===== src/rtl/sst_pkg.sv =====
// ----------------------------------------------------------------------------
// sst_pkg
// Shared types and constants of the shadow call stack tracker.
// ----------------------------------------------------------------------------
package sst_pkg;

  localparam int PC_W          = 16;
  localparam int ENTRY_W       = PC_W + 1;
  localparam int DEF_STACK_DEPTH = 32;

  // Operation codes of an input transaction.
  localparam logic [1:0] OP_CLEAR = 2'd0;
  localparam logic [1:0] OP_STEP  = 2'd1;
  localparam logic [1:0] OP_READ  = 2'd2;

  // Status codes of a result transaction.
  localparam logic [1:0] ST_OK        = 2'd0;
  localparam logic [1:0] ST_OVERFLOW  = 2'd1;
  localparam logic [1:0] ST_UNDERFLOW = 2'd2;

  // One stack entry: return-back tag above the address.
  typedef struct packed {
    logic            ret_back;
    logic [PC_W-1:0] pc;
  } sst_entry_t;

endpackage


===== src/rtl/sst_ram.sv =====
// ----------------------------------------------------------------------------
// sst_ram
// Generic single-port synchronous RAM with a registered read.
// ----------------------------------------------------------------------------
module sst_ram #(
  parameter int WIDTH = 17,
  parameter int DEPTH = 32
) (
  input  logic                     clk,
  input  logic                     we,
  input  logic [$clog2(DEPTH)-1:0] addr,
  input  logic [WIDTH-1:0]         wdata,
  output logic [WIDTH-1:0]         rdata
);

  logic [WIDTH-1:0] mem_r [DEPTH];

  always_ff @(posedge clk) begin
    if (we) begin
      mem_r[addr] <= wdata;
    end
    rdata <= mem_r[addr];
  end

endmodule


===== src/rtl/shadow_call_stack_tracker.sv =====
// A clear pushes the test return address, then the current PC. A step pushes or pops (a
// return on a call pops twice, fetching the new top entry if any remain), then does the
// interrupt push and the pairs' second halves. An unused code only gives its result. A read
// presents each entry, then the last PC. One input transaction is handled at a time; the
// single-port stack RAM takes one push, pop or read per cycle. Reset (rst_n low, synchronous)
// empties the stack, clears the last PC, returned flag and test return address, not the RAM.
// ----------------------------------------------------------------------------
// shadow_call_stack_tracker
// Tracks calls, returns and interrupt entries in a shadow stack held in RAM.
// ----------------------------------------------------------------------------
module shadow_call_stack_tracker
  import sst_pkg::*;
#(
  parameter int STACK_DEPTH = DEF_STACK_DEPTH
) (
  input  logic            clk,
  input  logic            rst_n,
  // configuration port
  input  logic            cfg_we,
  input  logic [PC_W-1:0] cfg_wdata,
  // input channel
  input  logic            in_valid,
  output logic            in_stall,
  input  logic [1:0]      in_operation,
  input  logic [PC_W-1:0] in_pc_before,
  input  logic [PC_W-1:0] in_pc_after,
  input  logic            in_is_call,
  input  logic            in_is_return,
  input  logic            in_is_interrupt,
  // result channel
  output logic            out_valid,
  input  logic            out_stall,
  output logic [PC_W-1:0] out_address,
  output logic            out_last,
  output logic            out_returned,
  output logic [1:0]      out_status
);

  // Count needs to hold the depth itself; the RAM address only the entries.
  localparam int CW = $clog2(STACK_DEPTH + 1);
  localparam int AW = $clog2(STACK_DEPTH);
  localparam logic [CW-1:0] DEPTH_C = CW'(STACK_DEPTH);

  // Sequencer states.
  localparam logic [3:0] S_IDLE = 4'd0;
  localparam logic [3:0] S_CLR1 = 4'd1;   // push call(test return address)
  localparam logic [3:0] S_CLR2 = 4'd2;   // push call(current PC)
  localparam logic [3:0] S_A    = 4'd3;   // call push, first pop, or return-back push
  localparam logic [3:0] S_A2   = 4'd4;   // second pop, fetch the new top entry
  localparam logic [3:0] S_RD   = 4'd5;   // new top entry arrives from RAM
  localparam logic [3:0] S_B    = 4'd6;   // interrupt push, sample "will return"
  localparam logic [3:0] S_C    = 4'd7;   // second half of call or return-back pair
  localparam logic [3:0] S_D    = 4'd8;   // second half of interrupt pair
  localparam logic [3:0] S_OUT  = 4'd9;   // single result transaction
  localparam logic [3:0] S_RQ   = 4'd10;  // read stream: request entry
  localparam logic [3:0] S_RV   = 4'd11;  // read stream: present entry
  localparam logic [3:0] S_LAST = 4'd12;  // read stream: trailing last PC

  // Control state.
  logic [3:0]      state_r, state_nxt;
  logic [CW-1:0]   count_r, count_nxt;
  logic [CW-1:0]   idx_r, idx_nxt;
  logic            top_call_r, top_call_nxt;   // top entry exists and is a call
  logic            returned_r, returned_nxt;
  logic [PC_W-1:0] last_pc_r, last_pc_nxt;
  logic [PC_W-1:0] tra_r;
  logic            back_r, back_nxt;
  logic            irq_r, irq_nxt;
  logic            will_r, will_nxt;
  logic [1:0]      status_r, status_nxt;
  logic            out_valid_r, out_valid_nxt;

  // Latched input transaction.
  logic [1:0]      op_r;
  logic [PC_W-1:0] pcb_r, pca_r;
  logic            call_r, ret_r, int_r;

  // Result register payload.
  logic [PC_W-1:0] out_address_r;
  logic            out_last_r, out_returned_r;
  logic [1:0]      out_status_r;

  // Per-cycle stack operations and RAM port.
  logic            push_en, pop_en, push_tag;
  logic [PC_W-1:0] push_pc;
  logic            out_load, slot_free;
  logic [PC_W-1:0] load_address;
  logic            load_last, load_returned;
  logic [1:0]      load_status;
  logic            ram_we;
  logic [AW-1:0]   ram_addr;
  sst_entry_t      ram_wdata, ram_rdata;
  logic [ENTRY_W-1:0] ram_rdata_raw;
  logic            in_accept;
  logic            top_after;
  logic [CW-1:0]   nc;

  assign in_stall  = (state_r != S_IDLE);
  assign in_accept = in_valid && !in_stall;
  // The result register is free now or is emptied at this edge.
  assign slot_free = !out_valid_r || !out_stall;

  assign out_valid    = out_valid_r;
  assign out_address  = out_address_r;
  assign out_last     = out_last_r;
  assign out_returned = out_returned_r;
  assign out_status   = out_status_r;

  assign ram_rdata = sst_entry_t'(ram_rdata_raw);

  sst_ram #(
    .WIDTH(ENTRY_W),
    .DEPTH(STACK_DEPTH)
  ) u_stack_ram (
    .clk  (clk),
    .we   (ram_we),
    .addr (ram_addr),
    .wdata(ram_wdata),
    .rdata(ram_rdata_raw)
  );

  // Sequencer: decides which push, pop or read happens in each cycle, then a
  // common block carries out the push or pop against the count and flags
  // overflow or underflow. Only the first error of a step is reported.
  always_comb begin
    state_nxt     = state_r;
    count_nxt     = count_r;
    idx_nxt       = idx_r;
    top_call_nxt  = top_call_r;
    returned_nxt  = returned_r;
    last_pc_nxt   = last_pc_r;
    back_nxt      = back_r;
    irq_nxt       = irq_r;
    will_nxt      = will_r;
    status_nxt    = status_r;
    push_en       = 1'b0;
    pop_en        = 1'b0;
    push_tag      = 1'b0;
    push_pc       = pcb_r;
    out_load      = 1'b0;
    load_address  = '0;
    load_last     = 1'b1;
    load_returned = returned_r;
    load_status   = ST_OK;
    ram_we        = 1'b0;
    ram_addr      = '0;
    ram_wdata     = '0;
    nc            = '0;
    top_after     = top_call_r;

    case (state_r)
      S_IDLE: begin
        if (in_accept) begin
          status_nxt = ST_OK;
          back_nxt   = 1'b0;
          irq_nxt    = 1'b0;
          will_nxt   = 1'b0;
          idx_nxt    = '0;
          case (in_operation)
            OP_CLEAR: begin
              count_nxt    = '0;
              top_call_nxt = 1'b0;
              state_nxt    = S_CLR1;
            end
            OP_STEP: begin
              state_nxt = S_A;
            end
            OP_READ: begin
              state_nxt = (count_r == '0) ? S_LAST : S_RQ;
            end
            default: begin
              state_nxt = S_OUT;
            end
          endcase
        end
      end
      S_CLR1: begin
        push_en   = 1'b1;
        push_pc   = tra_r;
        state_nxt = S_CLR2;
      end
      S_CLR2: begin
        push_en   = 1'b1;
        push_pc   = pcb_r;
        state_nxt = S_OUT;
      end
      S_A: begin
        state_nxt = S_B;
        if (call_r) begin
          push_en = 1'b1;
        end else if (ret_r) begin
          if (top_call_r) begin
            pop_en    = 1'b1;
            state_nxt = S_A2;
          end else begin
            push_en  = 1'b1;
            push_tag = 1'b1;
            back_nxt = 1'b1;
          end
        end
      end
      S_A2: begin
        // Second pop; the new top entry has to come back from RAM.
        pop_en = 1'b1;
        nc     = (count_r == '0) ? '0 : count_r - CW'(1);
        if (nc != '0) begin
          ram_addr  = AW'(nc - CW'(1));
          state_nxt = S_RD;
        end else begin
          top_call_nxt = 1'b0;
          state_nxt    = S_B;
        end
      end
      S_RD: begin
        top_call_nxt = !ram_rdata.ret_back;
        state_nxt    = S_B;
      end
      S_B: begin
        if (!returned_r && int_r) begin
          push_en = 1'b1;
          irq_nxt = 1'b1;
          if (count_r < DEPTH_C) begin
            top_after = 1'b1;
          end
        end
        will_nxt  = ret_r && top_after;
        state_nxt = S_C;
      end
      S_C: begin
        push_pc = pca_r;
        if (call_r) begin
          push_en = 1'b1;
        end else if (back_r) begin
          push_en  = 1'b1;
          push_tag = 1'b1;
        end
        state_nxt = S_D;
      end
      S_D: begin
        push_pc   = pca_r;
        push_en   = irq_r;
        state_nxt = S_OUT;
      end
      S_OUT: begin
        if (slot_free) begin
          out_load    = 1'b1;
          load_status = status_r;
          if (op_r == OP_STEP) begin
            load_returned = will_r;
            returned_nxt  = will_r;
            last_pc_nxt   = pcb_r;
          end
          state_nxt = S_IDLE;
        end
      end
      S_RQ: begin
        ram_addr = idx_r[AW-1:0];
        if (slot_free) begin
          state_nxt = S_RV;
        end
      end
      S_RV: begin
        // The request was only made once the result register would be free.
        out_load     = 1'b1;
        load_address = ram_rdata.pc;
        load_last    = 1'b0;
        idx_nxt      = idx_r + CW'(1);
        state_nxt    = (idx_r + CW'(1) == count_r) ? S_LAST : S_RQ;
      end
      S_LAST: begin
        if (slot_free) begin
          out_load     = 1'b1;
          load_address = last_pc_r;
          state_nxt    = S_IDLE;
        end
      end
      default: begin
        state_nxt = S_IDLE;
      end
    endcase

    if (push_en) begin
      if (count_r < DEPTH_C) begin
        ram_we             = 1'b1;
        ram_addr           = count_r[AW-1:0];
        ram_wdata.ret_back = push_tag;
        ram_wdata.pc       = push_pc;
        count_nxt          = count_r + CW'(1);
        top_call_nxt       = !push_tag;
      end else if (status_r == ST_OK) begin
        status_nxt = ST_OVERFLOW;
      end
    end

    if (pop_en) begin
      if (count_r != '0) begin
        count_nxt = count_r - CW'(1);
      end else if (status_r == ST_OK) begin
        status_nxt = ST_UNDERFLOW;
      end
    end

    out_valid_nxt = out_load || (out_valid_r && out_stall);
  end

  always_ff @(posedge clk) begin
    if (!rst_n) begin
      state_r     <= S_IDLE;
      count_r     <= '0;
      idx_r       <= '0;
      top_call_r  <= 1'b0;
      returned_r  <= 1'b0;
      last_pc_r   <= '0;
      tra_r       <= '0;
      back_r      <= 1'b0;
      irq_r       <= 1'b0;
      will_r      <= 1'b0;
      status_r    <= ST_OK;
      out_valid_r <= 1'b0;
    end else begin
      state_r     <= state_nxt;
      count_r     <= count_nxt;
      idx_r       <= idx_nxt;
      top_call_r  <= top_call_nxt;
      returned_r  <= returned_nxt;
      last_pc_r   <= last_pc_nxt;
      back_r      <= back_nxt;
      irq_r       <= irq_nxt;
      will_r      <= will_nxt;
      status_r    <= status_nxt;
      out_valid_r <= out_valid_nxt;
      if (cfg_we) begin
        tra_r <= cfg_wdata;
      end
    end
  end

  // Transaction payload and result payload need no reset.
  always_ff @(posedge clk) begin
    if (in_accept) begin
      op_r   <= in_operation;
      pcb_r  <= in_pc_before;
      pca_r  <= in_pc_after;
      call_r <= in_is_call;
      ret_r  <= in_is_return;
      int_r  <= in_is_interrupt;
    end
    if (out_load) begin
      out_address_r  <= load_address;
      out_last_r     <= load_last;
      out_returned_r <= load_returned;
      out_status_r   <= load_status;
    end
  end

`ifndef SYNTHESIS
  // The stack never holds more entries than the RAM has.
  a_count_bound: assert property (@(posedge clk) disable iff (!rst_n)
    count_r <= DEPTH_C)
    else $error("stack count beyond depth");

  // A RAM write only ever lands on a free entry.
  a_write_in_range: assert property (@(posedge clk) disable iff (!rst_n)
    ram_we |-> (count_r < DEPTH_C))
    else $error("stack write with a full stack");

  // A clear always leaves exactly two entries behind.
  a_clear_two: assert property (@(posedge clk) disable iff (!rst_n)
    (state_r == S_OUT && op_r == OP_CLEAR) |-> (count_r == CW'(2)))
    else $error("clear did not leave two entries");

  // An error status only ever goes out on a final result.
  a_status_last: assert property (@(posedge clk) disable iff (!rst_n)
    (out_valid_r && out_status_r != ST_OK) |-> out_last_r)
    else $error("error status on a non-final result");
`endif

endmodule


===== config.mk =====
export PLATFORM = sky130hd
export DESIGN_NAME = shadow_call_stack_tracker
export DESIGN_NICKNAME = d
export VERILOG_FILES = /design/src/rtl/sst_pkg.sv /design/src/rtl/sst_ram.sv /design/src/rtl/shadow_call_stack_tracker.sv
export SDC_FILE = /design/constraint.sdc
export NUM_CORES = 1
export LEC_CHECK = 0
export BUFFER_PORTS_ARGS = -buffer_cell sky130_fd_sc_hd__buf_2
export CAP_MARGIN = 20
export CORE_ASPECT_RATIO = 1.2
export CORE_UTILIZATION = 30
export CTS_BUF_LIST = sky130_fd_sc_hd__clkbuf_8
export CTS_CLUSTER_SIZE = 20
export DETAILED_ROUTE_END_ITERATION = 16
export PLACE_DENSITY = 0.52
export SLEW_MARGIN = 30
export SYNTH_ARGS = -nofsm -noshare
export SYNTH_HDL_FRONTEND = slang
export SYNTH_SLANG_ARGS = --single-unit

===== constraint.sdc =====
create_clock -name clk -period 7.1 [get_ports clk]
set_clock_uncertainty 0.05 [all_clocks]
set_input_delay 1.42 -clock clk [delete_from_list [all_inputs] [get_ports clk]]
set_output_delay 1.42 -clock clk [all_outputs]
set_load 0.02 [all_outputs]

Word-level counts from Yosys, hierarchy flattened. Memories as Yosys holds them, arrays and structs flattened. A register that Yosys moved wholly into a read port is not among the register bits. Cells that the tools add are included.

Bits in registers: 113. RAM bits: 544. Input port bits: 58. Output and inout bits: 22. Memories kept: 1.

Memory list: u_stack_ram.mem_r (depth 32, width 17, read ports 1, clocked after memory_dff 1, write ports 1, line sst_ram.sv:16) `logic [WIDTH-1:0] mem_r [DEPTH];`.

Add/sub/neg operators: 4. Magnitude comparators: 1. Eq/ne operators: 23. Muxes and demuxes: 79. Reductions and logical operators: 33.

Operators with widths (count): one-hot mux 16 bit (2 select lines) (2); 2-to-1 mux 6 bit (9); one-hot mux 4 bit (11 select lines) (1); 2-to-1 mux 17 bit (2); 2-to-1 mux 1 bit (33); 2-to-1 mux 2 bit (12); == test 4 bit (second input constant) (5); == test 4 x 3 -> 1 bit (second input constant) (4); 2-to-1 mux 16 bit (1); 2-to-1 mux 5 bit (3); adder 6 x 1 -> 6 bit (second input constant) (2); 2-to-1 mux 4 bit (3); inequality test 2 bit (second input constant) (6); one-hot mux 1 bit (2 select lines) (6); one-hot mux 4 bit (3 select lines) (1); one-hot mux 6 bit (2 select lines) (1); nonzero test 6 bit (2); one-hot mux 5 bit (2 select lines) (1); AND reduction 3 bit (3); == test 4 x 2 -> 1 bit (second input constant) (2); OR reduction 2 bit (4); == test 6 bit (1); zero test 1 bit (6); zero test 6 bit (1); 18 further kinds (29).

Logic depth before layout (Yosys ltp). Gate-level depths: netlist of the first run.

Depth in word-level cells: 11. Gate-level depth with buffers: 18.

Modules after synthesis. Synthesis of the first run repeated with hierarchy kept, for this count alone.

Cell total of the unflattened synthesis: 1666. Area total of the unflattened synthesis: 26675.6 um2.

By module, submodules not included: sst_ram (instances 1, cells each 1148, area each 21310.4 um2, seq. area each 16676.0 um2); shadow_call_stack_tracker (instances 1, cells each 518, area each 5365.1 um2, seq. area each 2832.7 um2).

Worst setup path before layout of the first run. Ideal clock, no wire load.

Path kind: reg-to-reg. From: register state_r[0]. To: memory u_stack_ram.mem_r[0][16] (data pin). Library setup time: 0.777 ns. Arrival: 4.378 ns. Required time: 6.273 ns. Path slack: 1.895 ns. Cell stages (with the launch flop): 6. Path buffers: 1. Period minus slack after synthesis: 5.205 ns. Cell sequence: dfxtp_1 > nor2b_1 > nand4b_1 > a41o_1 > clkbuf_1 > a2111oi_0.

RTL lines: from (decl) (line shadow_call_stack_tracker.sv:60) `logic [3:0] state_r, state_nxt;`; from (signal assigned) (line shadow_call_stack_tracker.sv:321) `state_r <= state_nxt;`; to (decl) (line sst_ram.sv:16).

Final worst setup path of the first run.
From: register count_r[0]. To: register u_stack_ram.rdata[2] (read register of u_stack_ram.mem_r).

Word-level cells in the longest chain between the ends: 7. Elaborated cells between the ends (all ways): 10. Those cells by class: add/sub (2); order compare (1); mux (5); reduce/logical (2).

Ends and longest elaborated chain: from (decl) (line shadow_call_stack_tracker.sv:61) `logic [CW-1:0] count_r, count_nxt;`; from (signal assigned) (line shadow_call_stack_tracker.sv:322) `count_r <= count_nxt;`; subtractor 6 x 1 -> 6 bit / zero test 6 bit (equally long branches) (line shadow_call_stack_tracker.sv:205) `nc = (count_r == '0) ? '0 : count_r - CW'(1);`; 2-to-1 mux 6 bit (line shadow_call_stack_tracker.sv:205); subtractor 5 x 1 -> 5 bit / nonzero test 6 bit (equally long branches) (line shadow_call_stack_tracker.sv:207, shadow_call_stack_tracker.sv:206); 2-to-1 mux 5 bit (line shadow_call_stack_tracker.sv:206) `if (nc != '0) begin`; one-hot mux 5 bit (2 select lines) (line shadow_call_stack_tracker.sv:151) `case (state_r)`; 2-to-1 mux 5 bit (line shadow_call_stack_tracker.sv:283) `if (count_r < DEPTH_C) begin`; 2-to-1 mux 5 bit (*) (line shadow_call_stack_tracker.sv:282) `if (push_en) begin`; to (decl) (line sst_ram.sv:13) `output logic [WIDTH-1:0] rdata`.

Mark *: on every way between the ends. The rest lies on a longest branch, timed or not. A chain may end at the register's enable or synchronous reset.

==> results of run 1 <==
layout by cell type (no fill, tap or decap), types with 17 or more instances in the layout:
master,n
sky130_fd_sc_hd__a21boi_0,18
sky130_fd_sc_hd__a22o_1,17
sky130_fd_sc_hd__a22oi_1,88
sky130_fd_sc_hd__and2_1,17
sky130_fd_sc_hd__buf_2,78
sky130_fd_sc_hd__buf_4,65
sky130_fd_sc_hd__clkbuf_8,112
sky130_fd_sc_hd__clkinv_1,18
sky130_fd_sc_hd__dfxtp_1,73
sky130_fd_sc_hd__edfxtp_1,601
sky130_fd_sc_hd__inv_1,61
sky130_fd_sc_hd__mux2i_1,19
sky130_fd_sc_hd__mux4_2,136
sky130_fd_sc_hd__nand2_1,87
sky130_fd_sc_hd__nand4_1,20
sky130_fd_sc_hd__nor2_1,47
sky130_fd_sc_hd__nor2b_1,28
sky130_fd_sc_hd__o21ai_0,17
cell type report:
cell class                      instances  area (um^2)  share of cell area, %
Sequential cell                       674        19500                   64.3
Antenna cell                            3         7.51                 0.0247
Tap cell                             1140         1430                   4.70
Inverter                               15         56.3                  0.185
Clock buffer                          112         1540                   5.08
Timing Repair Buffer                  148          968                   3.19
Clock inverter                         83          483                   1.59
Multi-Input combinational cell        638         6360                   21.0
per-layer routing:
layer  share of wire (%)  GRT usage [%]
met1                  42           19.9
met2                  50           25.3
met3                 5.6           2.93
met4                 2.2           4.97
met5               0.019              0
path summary, 6_finish.rpt:
| check | to | slack, ps | depth (start not counted) |
|---|---|---|---|
| max | u_stack_ram.rdata[2] | 1730 | 15 |
| min | last_pc_r[4] | 420 | 2 |
| max reg2reg | u_stack_ram.rdata[2] | 1730 | 15 |
| min reg2reg | last_pc_r[4] | 420 | 2 |
per-stage QoR:
stage	total power (uW)	instance area (um^2)	instances	hold slack, ps
2_1_floorplan	7870	26100	1404	393
3_3_place_gp	9000	28200	2612	412
3_5_place_dp	9060	28300	2614	416
4_1_cts	12200	30300	2809	425
5_1_grt	12700	30400	2813	451
6_report	12100	30400	2813	422
power groups by stage:
stage                     logic, uW  registers, uW  clock network (uW)
after floorplan                2530           5330                   0
after global placement         3570           5430                   0
after detailed placement       3630           5430                   0
after CTS                      3640           5350                3230
after global routing           3900           5380                3390
final                          3580           5350                3130
registers in the layout, summed over array words and instances, names as in the netlist, 16 cells and up:
register and count:
pca_r 16, pcb_r 16, out_address 16, last_pc_r 16, u_stack_ram.rdata 17, u_stack_ram.mem_r 544, tra_r 16
worst register-to-register path, stage by stage (launching register included):
cell,delay [ps]
sky130_fd_sc_hd__dfxtp_1,400
sky130_fd_sc_hd__inv_1,140
sky130_fd_sc_hd__ha_1,280
sky130_fd_sc_hd__nor3b_1,360
sky130_fd_sc_hd__nand2_1,230
sky130_fd_sc_hd__nand2_1,150
sky130_fd_sc_hd__ha_1,150
sky130_fd_sc_hd__inv_1,50
sky130_fd_sc_hd__a2111oi_0,470
sky130_fd_sc_hd__nand3_2,240
sky130_fd_sc_hd__nand2_2,180
sky130_fd_sc_hd__a311o_2,780
sky130_fd_sc_hd__buf_12,510
sky130_fd_sc_hd__mux4_2,630
sky130_fd_sc_hd__a22oi_1,460
sky130_fd_sc_hd__nand4_1,170
cells by family after synthesis:
family	synth area share [%]
xor gates and xnor gates	0.470
and+or+nand+nor	4.85
adders and majority gates	0.230
muxes	12.5
DFF	74.7
buffers and inverters	1.55
AOI/OAI and AO/OA	5.65
==> impl_summary.md, run 1 <==
Worst setup path
STA classifies the critical path endpoint as a flip-flop. The largest single stage delay on the critical path is around 780 ps. The family with the most delay on the worst path is compound AO/OA/AOI/OAI gates.

The arrival time of data at the critical path endpoint is approximately 5900 ps. STA classifies the critical path startpoint as a flip-flop. Together, buffers and inverters on the worst path number 3. The required arrival time at the worst endpoint is around 7600 ps. Among all stages on the critical path, the largest delay is contributed by sky130_fd_sc_hd__a311o_2. The first element of the critical path is count_r[0]. In this run the worst path has a maximum fanout of 55. In this run the critical register-to-register path is launched from count_r[0].

The worst setup path is of the reg2reg kind. The signal on the critical path passes through inv_1 -> ha_1 -> nor3b_1 -> nand2_1 -> nand2_1 -> ha_1 -> inv_1 -> a2111oi_0 -> nand3_2 -> nand2_2 -> a311o_2 -> buf_12 -> mux4_2 -> a22oi_1 -> nand4_1.

STA
The count of final hold-check violations is 0. The worst path in the final design needs a cycle of 5370 ps, including I/O delays and setup. For this run, the top clock speed supported by timing is roughly 190 MHz. Adding up every negative setup slack in the final design gives 0 ps. The number of max-slew violations in the final report is 0. Setup repair after global routing left no endpoint under its margin. The transition at the pin with the smallest max-transition slack is just over 900 ps.

Setup slack closes at around 1700 ps. The share of the clock period used by the worst path is between 70 and 80%. Setup violations remaining at the end of the flow were counted as 0.

Headroom to the max-slew limit came out at around two fifths.

CTS
After clock tree synthesis, the setup repair step added 0 buffers. The sink count of the clock tree is about 670. The clock slew at the register clock pins of the worst setup and hold paths is ~70 ps.

The worst-case clock buffer depth is 3. The tree is rooted in a sky130_fd_sc_hd__clkbuf_8. Clock latency on the worst-skew pair, taken at its later pin, is 710 ps.

The count of cells resized by post-cts repair is 0. TritonCTS built the clock tree. The deepest level of the CTS H-tree is 3. After clock tree synthesis, the flow added hold-fix buffers numbering 0. In this run, CTS created clock tree buffers numbering ~100.

Global routing
The initial antenna violation count was 3. The first global-routing pass estimated ~100000 um of wire. Entering global routing, the biggest net connects 62 pins.

The global route total overflow is 0. The overall fraction of global-route tracks in use is 15.2%. The number of global-route vias before repair is approximately 15000.

Floorplan
The top-level I/O count is 80. The floorplan step defined a die boundary enclosing just under 0.09 mm^2. The initial cell density of the core is a little under a third. The floorplan has about 120 rows. The width of the die is 271 um. The floorplan step defined a core boundary enclosing 0.0862 mm^2.

The height of the die is roughly 330 um.

Drt
The per-cell routed wire length is about 24 um. The first routing iteration left between 1000 and 1500 violations. The number of remaining DRC errors is 0. The first-pass detailed-route iteration total is 7. The post-detailed-route via-to-cell ratio is ~5. The total wire length after detailed routing is 66800 um. The routed layout has approximately 14000 vias. The post-route antenna net violation count is 0.

Worst hold path
The beginning of the worst hold path is last_pc_r[4]. The type of the tightest min-delay check is reg2reg.

Power and ir drop
The clock network is responsible for 26.0% of the overall power. The static leakage is 0.00983 uW. Summed over all nets, the switching power comes to approximately 3800 uW. The combinational share of power is between 20% and 30%. Internal power comes to 8250 uW. The sequential group share of total power is 44.3%. The share of total power consumed by net switching is a little under a third. IR analysis of the VDD net gives a maximum drop of 0.000305 V. The total power density per cell area is about 400 mW/mm^2.

Placed design
Timing analysis after detailed placement gives a worst setup slack of roughly 1700 ps. The detailed placer's ending HPWL is 40600 um. At the end of routability-driven placement, the weighted congestion stood at 0.802. The number of input and output port buffers inserted is ~80.

Finish
The final layout contains about 1600 nets. Relative to the synthesized area, the layout overhead comes to 16.3%. The fraction of layout cells with a size suffix above 1 is 27.1%.

Fill cells in the final layout number about 8100. Cells fill a little over a third of the core in the end.

Synthesis
The async set-reset flop share out of synthesis is 0%. Each instance of the synthesized netlist takes up on average ~19 um^2. The Yosys warning count is 0. Sequential cells were found to cover around three quarters of the synthesized design area. The number of enable flip-flop cells after synthesis is approximately 600. In the post-synthesis netlist, the cell with the most instances is sky130_fd_sc_hd__edfxtp_1.

The number of nets in the synthesized netlist is around 1500. Ranked by total cell area, the synthesized netlist is headed by sky130_fd_sc_hd__edfxtp_1, sky130_fd_sc_hd__mux4_2, sky130_fd_sc_hd__dfxtp_1, sky130_fd_sc_hd__a22oi_1, sky130_fd_sc_hd__nand2_1. Counting distinct cell types in the post-synthesis netlist gives 58. The biggest area contributor in the post-synthesis netlist is sky130_fd_sc_hd__edfxtp_1. The area share of the leading cell type in the synthesized netlist is just under 70%. The register bit total from synthesis is approximately 670. The commonest cells after synthesis are sky130_fd_sc_hd__edfxtp_1, sky130_fd_sc_hd__mux4_2, sky130_fd_sc_hd__a22oi_1.

The number of standard cells after synthesis is between 1000 and 1500. The most instantiated flip-flop cell in the synthesis netlist is sky130_fd_sc_hd__edfxtp_1. The netlist area before placement is around 0.026 mm^2.

Status
The run finished with clean final reports.

Job
The tool flagged a number of max-cap violations equal to 0.
Note: power is estimated with default switching activity, not from simulation.
==> run 2: changes to the inputs <==
--- a/config.mk
+++ b/config.mk
@@ -12,7 +12,7 @@
 export CTS_BUF_LIST = sky130_fd_sc_hd__clkbuf_8
 export CTS_CLUSTER_SIZE = 20
 export DETAILED_ROUTE_END_ITERATION = 16
-export PLACE_DENSITY = 0.52
+export PLACE_DENSITY = 0.54
 export SLEW_MARGIN = 30
 export SYNTH_ARGS = -nofsm -noshare
 export SYNTH_HDL_FRONTEND = slang
==> constraint.sdc (replaced) <==
create_clock -name clk -period 4.74 [get_ports clk]
set_clock_uncertainty 0.05 [all_clocks]
set_input_delay 0.948 -clock clk [delete_from_list [all_inputs] [get_ports clk]]
set_output_delay 0.948 -clock clk [all_outputs]
set_load 0.02 [all_outputs]
==> run 2 against run 1 <==
Net effect:
- critical path type unchanged
- maximum frequency grew 21%
- power increased by 51%
- combinational power is 65% higher
- global-route usage grew 0.23 points
- worst hold slack got worse by 58 ps
- register-to-register slack worse by 1400 ps
- die area stayed put
- clock-buffer cell count decreased by 5
- design area is 0.81% higher
==> impl_summary.md, run 2 (same netlist as run 1, synthesis figures left out) <==
Worst setup path
The most numerous cell type found on the critical path is sky130_fd_sc_hd__buf_12. The worst setup path is captured at a flip-flop. The startpoint type of the worst setup path is a flip-flop. The slowest stage of the critical path belongs to the cell sky130_fd_sc_hd__mux4_2.

The peak per-stage delay on the critical path is 510 ps. For the worst setup path, the data arrival time is approximately 5000 ps. Data on the critical path is required at its endpoint by 5260 ps. The maximum net fanout on the critical path is 16. The critical path is of the reg2reg type. Walking the worst path, the cells encountered are inv_1 -> ha_1 -> nor3b_2 -> nand2_1 -> nand2_1 -> ha_1 -> inv_1 -> a2111oi_1 -> nand3_2 -> nand2_2 -> a311o_2 -> buf_12 -> buf_12 -> buf_12 -> mux4_2 -> a22oi_1 -> nand4_1. The setup slack of the most critical reg-to-reg path is ~300 ps.

Placed design
The number of placed instances, taps included is between 2000 and 3000. Buffers placed on the I/O ports in this run total just under 80. The detailed placer's ending HPWL is approximately 44000 um. The final weighted congestion of routability-driven global placement is between 0.8 and 0.9.

Status
The run finished with clean final reports.

Power and ir drop
The maximum ir drop on the vdd rail is 0.000350 V. Of the total power, combinational logic draws roughly a third. The cell-internal power is between 10000 and 15000 uW.

The design draws 18200 uW. Per report_power, the clock group accounts for 23.8% of the total. For this design the ratio of total power to cell area is roughly 600 mW/mm^2.

Net switching is between 30% and 40% of the power. The sequential group share of total power is around 44%. For this design the static power due to leakage is roughly 0.01 uW. For this design the total switching power over the nets is between 5000 and 6000 uW.

CTS
The clock slew at the register clock pins of the worst setup and hold paths is approximately 70 ps. The longest clock path from root to sink contains 3 buffers. The later pin in the worst-skew pair is clocked with a latency of between 700 and 800 ps. The number of clock buffers added by TritonCTS is 100. The clock drives 674 sinks. The clock tree synthesis step divided the H-tree into 3 levels.

The TritonCTS clock tree is built. The CTS root buffer is sky130_fd_sc_hd__clkbuf_8.

Global routing
The initial antenna violation count is 1. The number of global-route vias before repair came to ~15000. The first global-routing pass estimated 100000 um of wire. Entering global routing, the biggest net connects 76 pins.

The total overflow left after global routing is 0. For this run, the total global-route usage over all layers was measured as between 10% and 20%.

Floorplan
In this run the vertical extent of the chip is about 330 um. From left edge to right edge, the die measures around 270 um. For this design the top-level I/O count stands at 80. After floorplanning, the core was sized to cover between 0.08 and 0.09 mm^2. The number of rows in the core area is between 100 and 150. The initial cell density of the core is between 30% and 40%. The die area is 0.0882 mm^2.

Finish
The register with the most flip-flops is u_stack_ram.mem_r. After filler insertion, the fill cell instance count of the layout stands at between 8000 and 9000. The area growth from synthesis to final layout is 17.2%. The number of flip-flops in the largest register is approximately 540.

In the final layout, the registers with the most flip-flops are u_stack_ram.mem_r: 544 flops, u_stack_ram.rdata: 17 flops. For this run, the post-layout net count is ~1700. Of the cells placed in the final design, the portion with a size suffix greater than 1 is 28.5%. The most frequent standard cell in the layout excluding fill and tap cells is sky130_fd_sc_hd__edfxtp_1. The top cell types in the final layout, fill and taps aside, are sky130_fd_sc_hd__edfxtp_1, sky130_fd_sc_hd__mux4_2, sky130_fd_sc_hd__clkbuf_8. The non-filler instance count after layout is around 2800.

Drt
For this block, the initial DRC count from the detailed router was roughly 1200. Dividing the detail-routed wire length by the instance count gives roughly 24 um. The post-route antenna net violation count is 0.

The number of remaining DRC errors is 0. For this run, the detailed router's first-pass iteration total came to 5. The post-detailed-route via-to-cell ratio is roughly 5.0.

The via total after detailed routing is about 14000. The total wire length after detailed routing is just under 70000 um.

STA
The maximum frequency from static timing analysis is 226 MHz. The worst path uses 93.5% of the clock period. Setup violations remaining at the end of the flow were counted as 0. The worst path in the final design needs a cycle of between 4000 and 5000 ps, including I/O delays and setup. The count of final hold-check violations is 0.

The transition at the pin with the smallest max-transition slack is 1010 ps. The relative max-transition margin is roughly 33%. The number of max-slew violations in the final report was 0.

Worst hold path
The type of the tightest min-delay check is in2reg.

Job
The count of max-cap constraint violations is 0.
run 2: cell count changes in the layout (fill, tap and decap cells not counted), sizes merged:
cell / previous run / this run
diode: 3 / 2
bufinv: 5 / 1
clkinvlp: 0 / 1
inv: 65 / 50
clkinv: 28 / 41
clkbuf: 112 / 108
buf: 148 / 194
run 2: area by class of cell:
| type | instances | area, um^2 | share of cell area, % |
|---|---|---|---|
| Clock buffer | 107 | 1470 | 4.81 |
| Antenna cell | 2 | 5.00 | 0.0164 |
| Inverter | 15 | 56.3 | 0.184 |
| Tap cell | 1140 | 1430 | 4.66 |
| Clock inverter | 78 | 353 | 1.15 |
| Multi-Input combinational cell | 638 | 6320 | 20.6 |
| Timing Repair Buffer | 195 | 1460 | 4.78 |
| Sequential cell | 674 | 19500 | 63.8 |
run 2: routing by layer:
layer  up-vias  track usage (%)  wire, um
met4         0             4.82      1400
met5         -                0         0
li1       6151                -         -
met2       447             26.7     35200
met1      7503             19.7     28600
met3        84             2.53      3160
run 2: worst paths after layout:
kind                 from                    to  depth (start not counted)
max reg2reg    count_r[1]  u_stack_ram.rdata[2]                         17
min            in_is_call                call_r                          1
min reg2reg  last_pc_r[4]          last_pc_r[4]                          2
max            count_r[1]  u_stack_ram.rdata[2]                         17
run 2: timing repair:
action / CTS / global route
pin swaps: 0 / 1
buffers inserted: 0 / 2
hold buffers: 0 / 0
cloned: 0 / 1
resized for setup: 1 / 2
endpoints found under the setup margin: 1 / 16
run 2: worst max-delay path: cells and delay by family (launching register included):
kind | cells | cell delay, ps
AO/OA/AOI/OAI | 3 | 1070
adder cells (fa/ha/maj) | 2 | 420
buffers and inverters | 5 | 640
flip-flops | 1 | 370
multiplexers | 1 | 510
AND/OR/NAND/NOR | 6 | 1210
run 2: through the flow:
| step | hold WS (ps) | worst slack (ps) | TNS, ps | instance area, um^2 | util [%] |
|---|---|---|---|---|---|
| after floorplan | 393 | 550 | 0 | 26100 | - |
| after detailed placement | 412 | 39.7 | 0 | 28700 | 33.3 |
| after global placement | 406 | 134 | 0 | 28700 | 33.3 |
| after global routing | 341 | -0.308 | -0.308 | 30600 | 35.5 |
| after CTS | 299 | 193 | 0 | 30500 | 35.4 |
| final | 364 | 308 | 0 | 30600 | 35.5 |
run 2: power groups by stage:
stage	clock network (uW)	logic, uW	registers, uW
finish	4340	5890	7990
global placement	0	5730	8110
floorplan	0	3800	7990
detailed placement	0	5830	8110
global route	4700	6330	8030
CTS	4470	5840	7990
==> run 3: changes to the inputs <==
--- a/config.mk
+++ b/config.mk
@@ -5,14 +5,14 @@
 export SDC_FILE = /design/constraint.sdc
 export NUM_CORES = 1
 export LEC_CHECK = 0
-export BUFFER_PORTS_ARGS = -buffer_cell sky130_fd_sc_hd__buf_2
 export CAP_MARGIN = 20
 export CORE_ASPECT_RATIO = 1.2
 export CORE_UTILIZATION = 30
 export CTS_BUF_LIST = sky130_fd_sc_hd__clkbuf_8
 export CTS_CLUSTER_SIZE = 20
 export DETAILED_ROUTE_END_ITERATION = 16
-export PLACE_DENSITY = 0.54
+export DONT_BUFFER_PORTS = 1
+export PLACE_DENSITY = 0.53
 export SLEW_MARGIN = 30
 export SYNTH_ARGS = -nofsm -noshare
 export SYNTH_HDL_FRONTEND = slang
==> run 3 against run 2 <==
Net effect:
- first-iteration DRC count fell by 4.1%
- sequential share of layout area rose by 0.65 points
- combinational power fell by 3.9%
- setup slack improved by 88 ps
- routed wire length fell by 5.0%
- critical path depth fell by 1
- core utilization fell by 0.36 points
- non-clock buffer count fell by 89
- via count fell by 2.8%
- sequential power rose by 0.6%
- worst hold slack got worse by 78 ps
- die area did not move
- largest power group unchanged
- highest routed layer unchanged
==> impl_summary.md, run 3 (same netlist as run 1, synthesis figures left out) <==
Worst setup path
The category of the critical setup timing path is reg2reg. Data on the critical path arrives at its endpoint at between 4000 and 5000 ps. The maximum net fanout on the critical path is 18.

The endpoint kind of the worst setup timing path is a flip-flop. Setup slack on the worst reg-to-reg path comes out at 400 ps. The required arrival time at the worst endpoint is 5260 ps.

The worst setup path is launched from a flip-flop.

Drt
The routed layout has 13800 vias. The first detailed-routing pass ran for 5 iterations. The routed design has 65000 um of wire.

The per-cell routed wire length is approximately 24 um. The detail route stage leaves a number of antenna-violating nets equal to 0. After detailed routing, the number of vias per cell comes to between 5 and 6. The number of design-rule violations left by the first detailed-router iteration is between 1000 and 1500. The number of remaining DRC errors is 0.

CTS
The H-tree generated during clock tree synthesis spans 3 levels. After clock tree synthesis, the setup repair step added 0 buffers. The TritonCTS clock tree is built. Clock latency on the worst-skew pair, taken at its later pin, is 700 ps.

Counting along the longest clock path gives a buffer depth of 3. The CTS root buffer is sky130_fd_sc_hd__clkbuf_8. The number of hold buffers added after CTS is 0. Clock-pin slew was measured on the worst setup and hold paths at ~70 ps. The count of cells resized by post-cts repair is 0. The clock drives slightly below 700 sinks. The number of clock buffers added by TritonCTS is 98.

Power and ir drop
Cell internal power was estimated by the tool at ~13000 uW. Combinational logic is responsible for 30.6% of the overall power. The sequential group share of total power is 43.5%. Across the VDD grid, the largest voltage drop is a little over 0.0004 V.

Summed over all cells, the static leakage comes to between 0.009 and 0.01 uW. In this run switching power makes up roughly a third of total power. In this run the power density over the cells is between 600 and 700 mW/mm^2. The overall power after layout is roughly 18000 uW.

Per report_power, the clock group accounts for between 20% and 30% of the total. The analysis attributes to net switching a power of 5810 uW.

STA
The post-route minimum period is about 4300 ps. The maximum frequency from static timing analysis is around 230 MHz. The count of final hold-check violations is 0.

The number of max-slew violations in the final report is 0. Across all hold checks on the routed design, the worst slack comes to 285 ps. Setup repair after global routing left no endpoint under its margin. The setup total negative slack is 0 ps.

The relative max-transition margin is between 40% and 50%. The number of failing setup endpoints in the final timing report is 0. The worst path uses 91.7% of the clock period.

For the pin with the worst max-slew slack, the measured transition is ~870 ps.

Finish
In the layout the commonest cells are sky130_fd_sc_hd__edfxtp_1, sky130_fd_sc_hd__mux4_2, sky130_fd_sc_hd__clkbuf_8. In the final layout, the registers with the most flip-flops are u_stack_ram.mem_r: 544 flops, u_stack_ram.rdata: 17 flops. The number of flip-flops in the largest register is 544. For this run, the post-layout net count is 1595. The area growth from synthesis to final layout is 16.1%. The most frequent standard cell in the layout excluding fill and tap cells is sky130_fd_sc_hd__edfxtp_1. The register with the most flip-flops in the final layout is u_stack_ram.mem_r. The post-route netlist has a little over a quarter of its cells at a drive strength greater than 1.

Global routing
The pin count of the biggest net entering global routing is 84. The number of global-route vias before repair came to ~14000. For this run the aggregate overflow at the end of global routing stands at 0.

The initial antenna violation count is 1. Global routing used 14.7% of the available tracks across all layers. The first-pass GRT wire length is between 90000 and 100000 um.

Placed design
The congestion estimate from routability-driven global placement came to about 0.81. The number of input and output port buffers inserted is 0. Once detailed placement completed, the half-perimeter wirelength came to approximately 42000 um.

Floorplan
In this run the vertical extent of the chip is between 300 and 400 um. For this configuration, the core starts out at a cell density of a little under a third. After floorplanning, the core was divided into between 100 and 150 placement rows.

The die area is between 0.08 and 0.09 mm^2. In this run the count of I/O pins placed on the die edge is 80. In this run the horizontal extent of the chip is 271 um. The core region is approximately 0.086 mm^2.

Job
The count of max-cap constraint violations is 0.

Status
The run finished with clean final reports.

Worst hold path
The type of the tightest min-delay check is in2reg.
==> run 3: area by class of cell <==
class,instances,area (um^2)
Fill cell,8109,55900
Sequential cell,674,19500
Multi-Input combinational cell,638,6320
Clock buffer,111,1530
Tap cell,1140,1430
Timing Repair Buffer,106,946
Clock inverter,70,503
Inverter,15,56.3
Antenna cell,1,2.50
==> run 3: final timing paths <==
path / from / endpoint / cells past startpoint
worst min-delay path: in_pc_after[2] / pca_r[2] / 0
worst min register to register: last_pc_r[7] / last_pc_r[7] / 2
worst max register to register: count_r[0] / u_stack_ram.rdata[13] / 16
worst max-delay path: count_r[0] / u_stack_ram.rdata[13] / 16
==> run 3: per-stage QoR <==
stage | instances | cell area [um^2] | worst slack, ps | utilization, %
2_1_floorplan | 1404 | 26100 | 550 | -
3_3_place_gp | 2573 | 28200 | 249 | 32.8
3_5_place_dp | 2573 | 28200 | 157 | 32.8
4_1_cts | 2754 | 30300 | 147 | 35.1
5_1_grt | 2755 | 30300 | 42.8 | 35.1
6_report | 2755 | 30300 | 395 | 35.1
==> run 3: power groups by stage <==
stage,Clock [uW],Combinational (uW),Sequential [uW]
2_1_floorplan,0,3800,7990
3_3_place_gp,0,5670,8160
3_5_place_dp,0,5760,8160
4_1_cts,4910,5760,8040
5_1_grt,5150,6120,8070
6_report,4780,5660,8040
==> run 3: worst max-delay path, cell delays in order, from the launching register on <==
cell,delay (ps)
sky130_fd_sc_hd__dfxtp_1,310
sky130_fd_sc_hd__inv_1,100
sky130_fd_sc_hd__ha_1,280
sky130_fd_sc_hd__nor3b_2,290
sky130_fd_sc_hd__nand2_1,200
sky130_fd_sc_hd__nand2_1,140
sky130_fd_sc_hd__ha_1,150
sky130_fd_sc_hd__inv_1,40
sky130_fd_sc_hd__a2111oi_0,440
sky130_fd_sc_hd__nand3_2,240
sky130_fd_sc_hd__nand2_2,170
sky130_fd_sc_hd__a311o_2,280
sky130_fd_sc_hd__buf_12,220
sky130_fd_sc_hd__buf_4,300
sky130_fd_sc_hd__mux4_2,530
sky130_fd_sc_hd__a22oi_1,330
sky130_fd_sc_hd__nand4_1,140
==> run 3: layer usage <==
metal  GRT usage [%]  wire length, um  vias to the layer above
li1                -                -                     5964
met1            18.9            27200                     7296
met2            25.3            33400                      458
met3            2.47             3400                       66
met4            4.25              994                        0
met5               0                0                        -
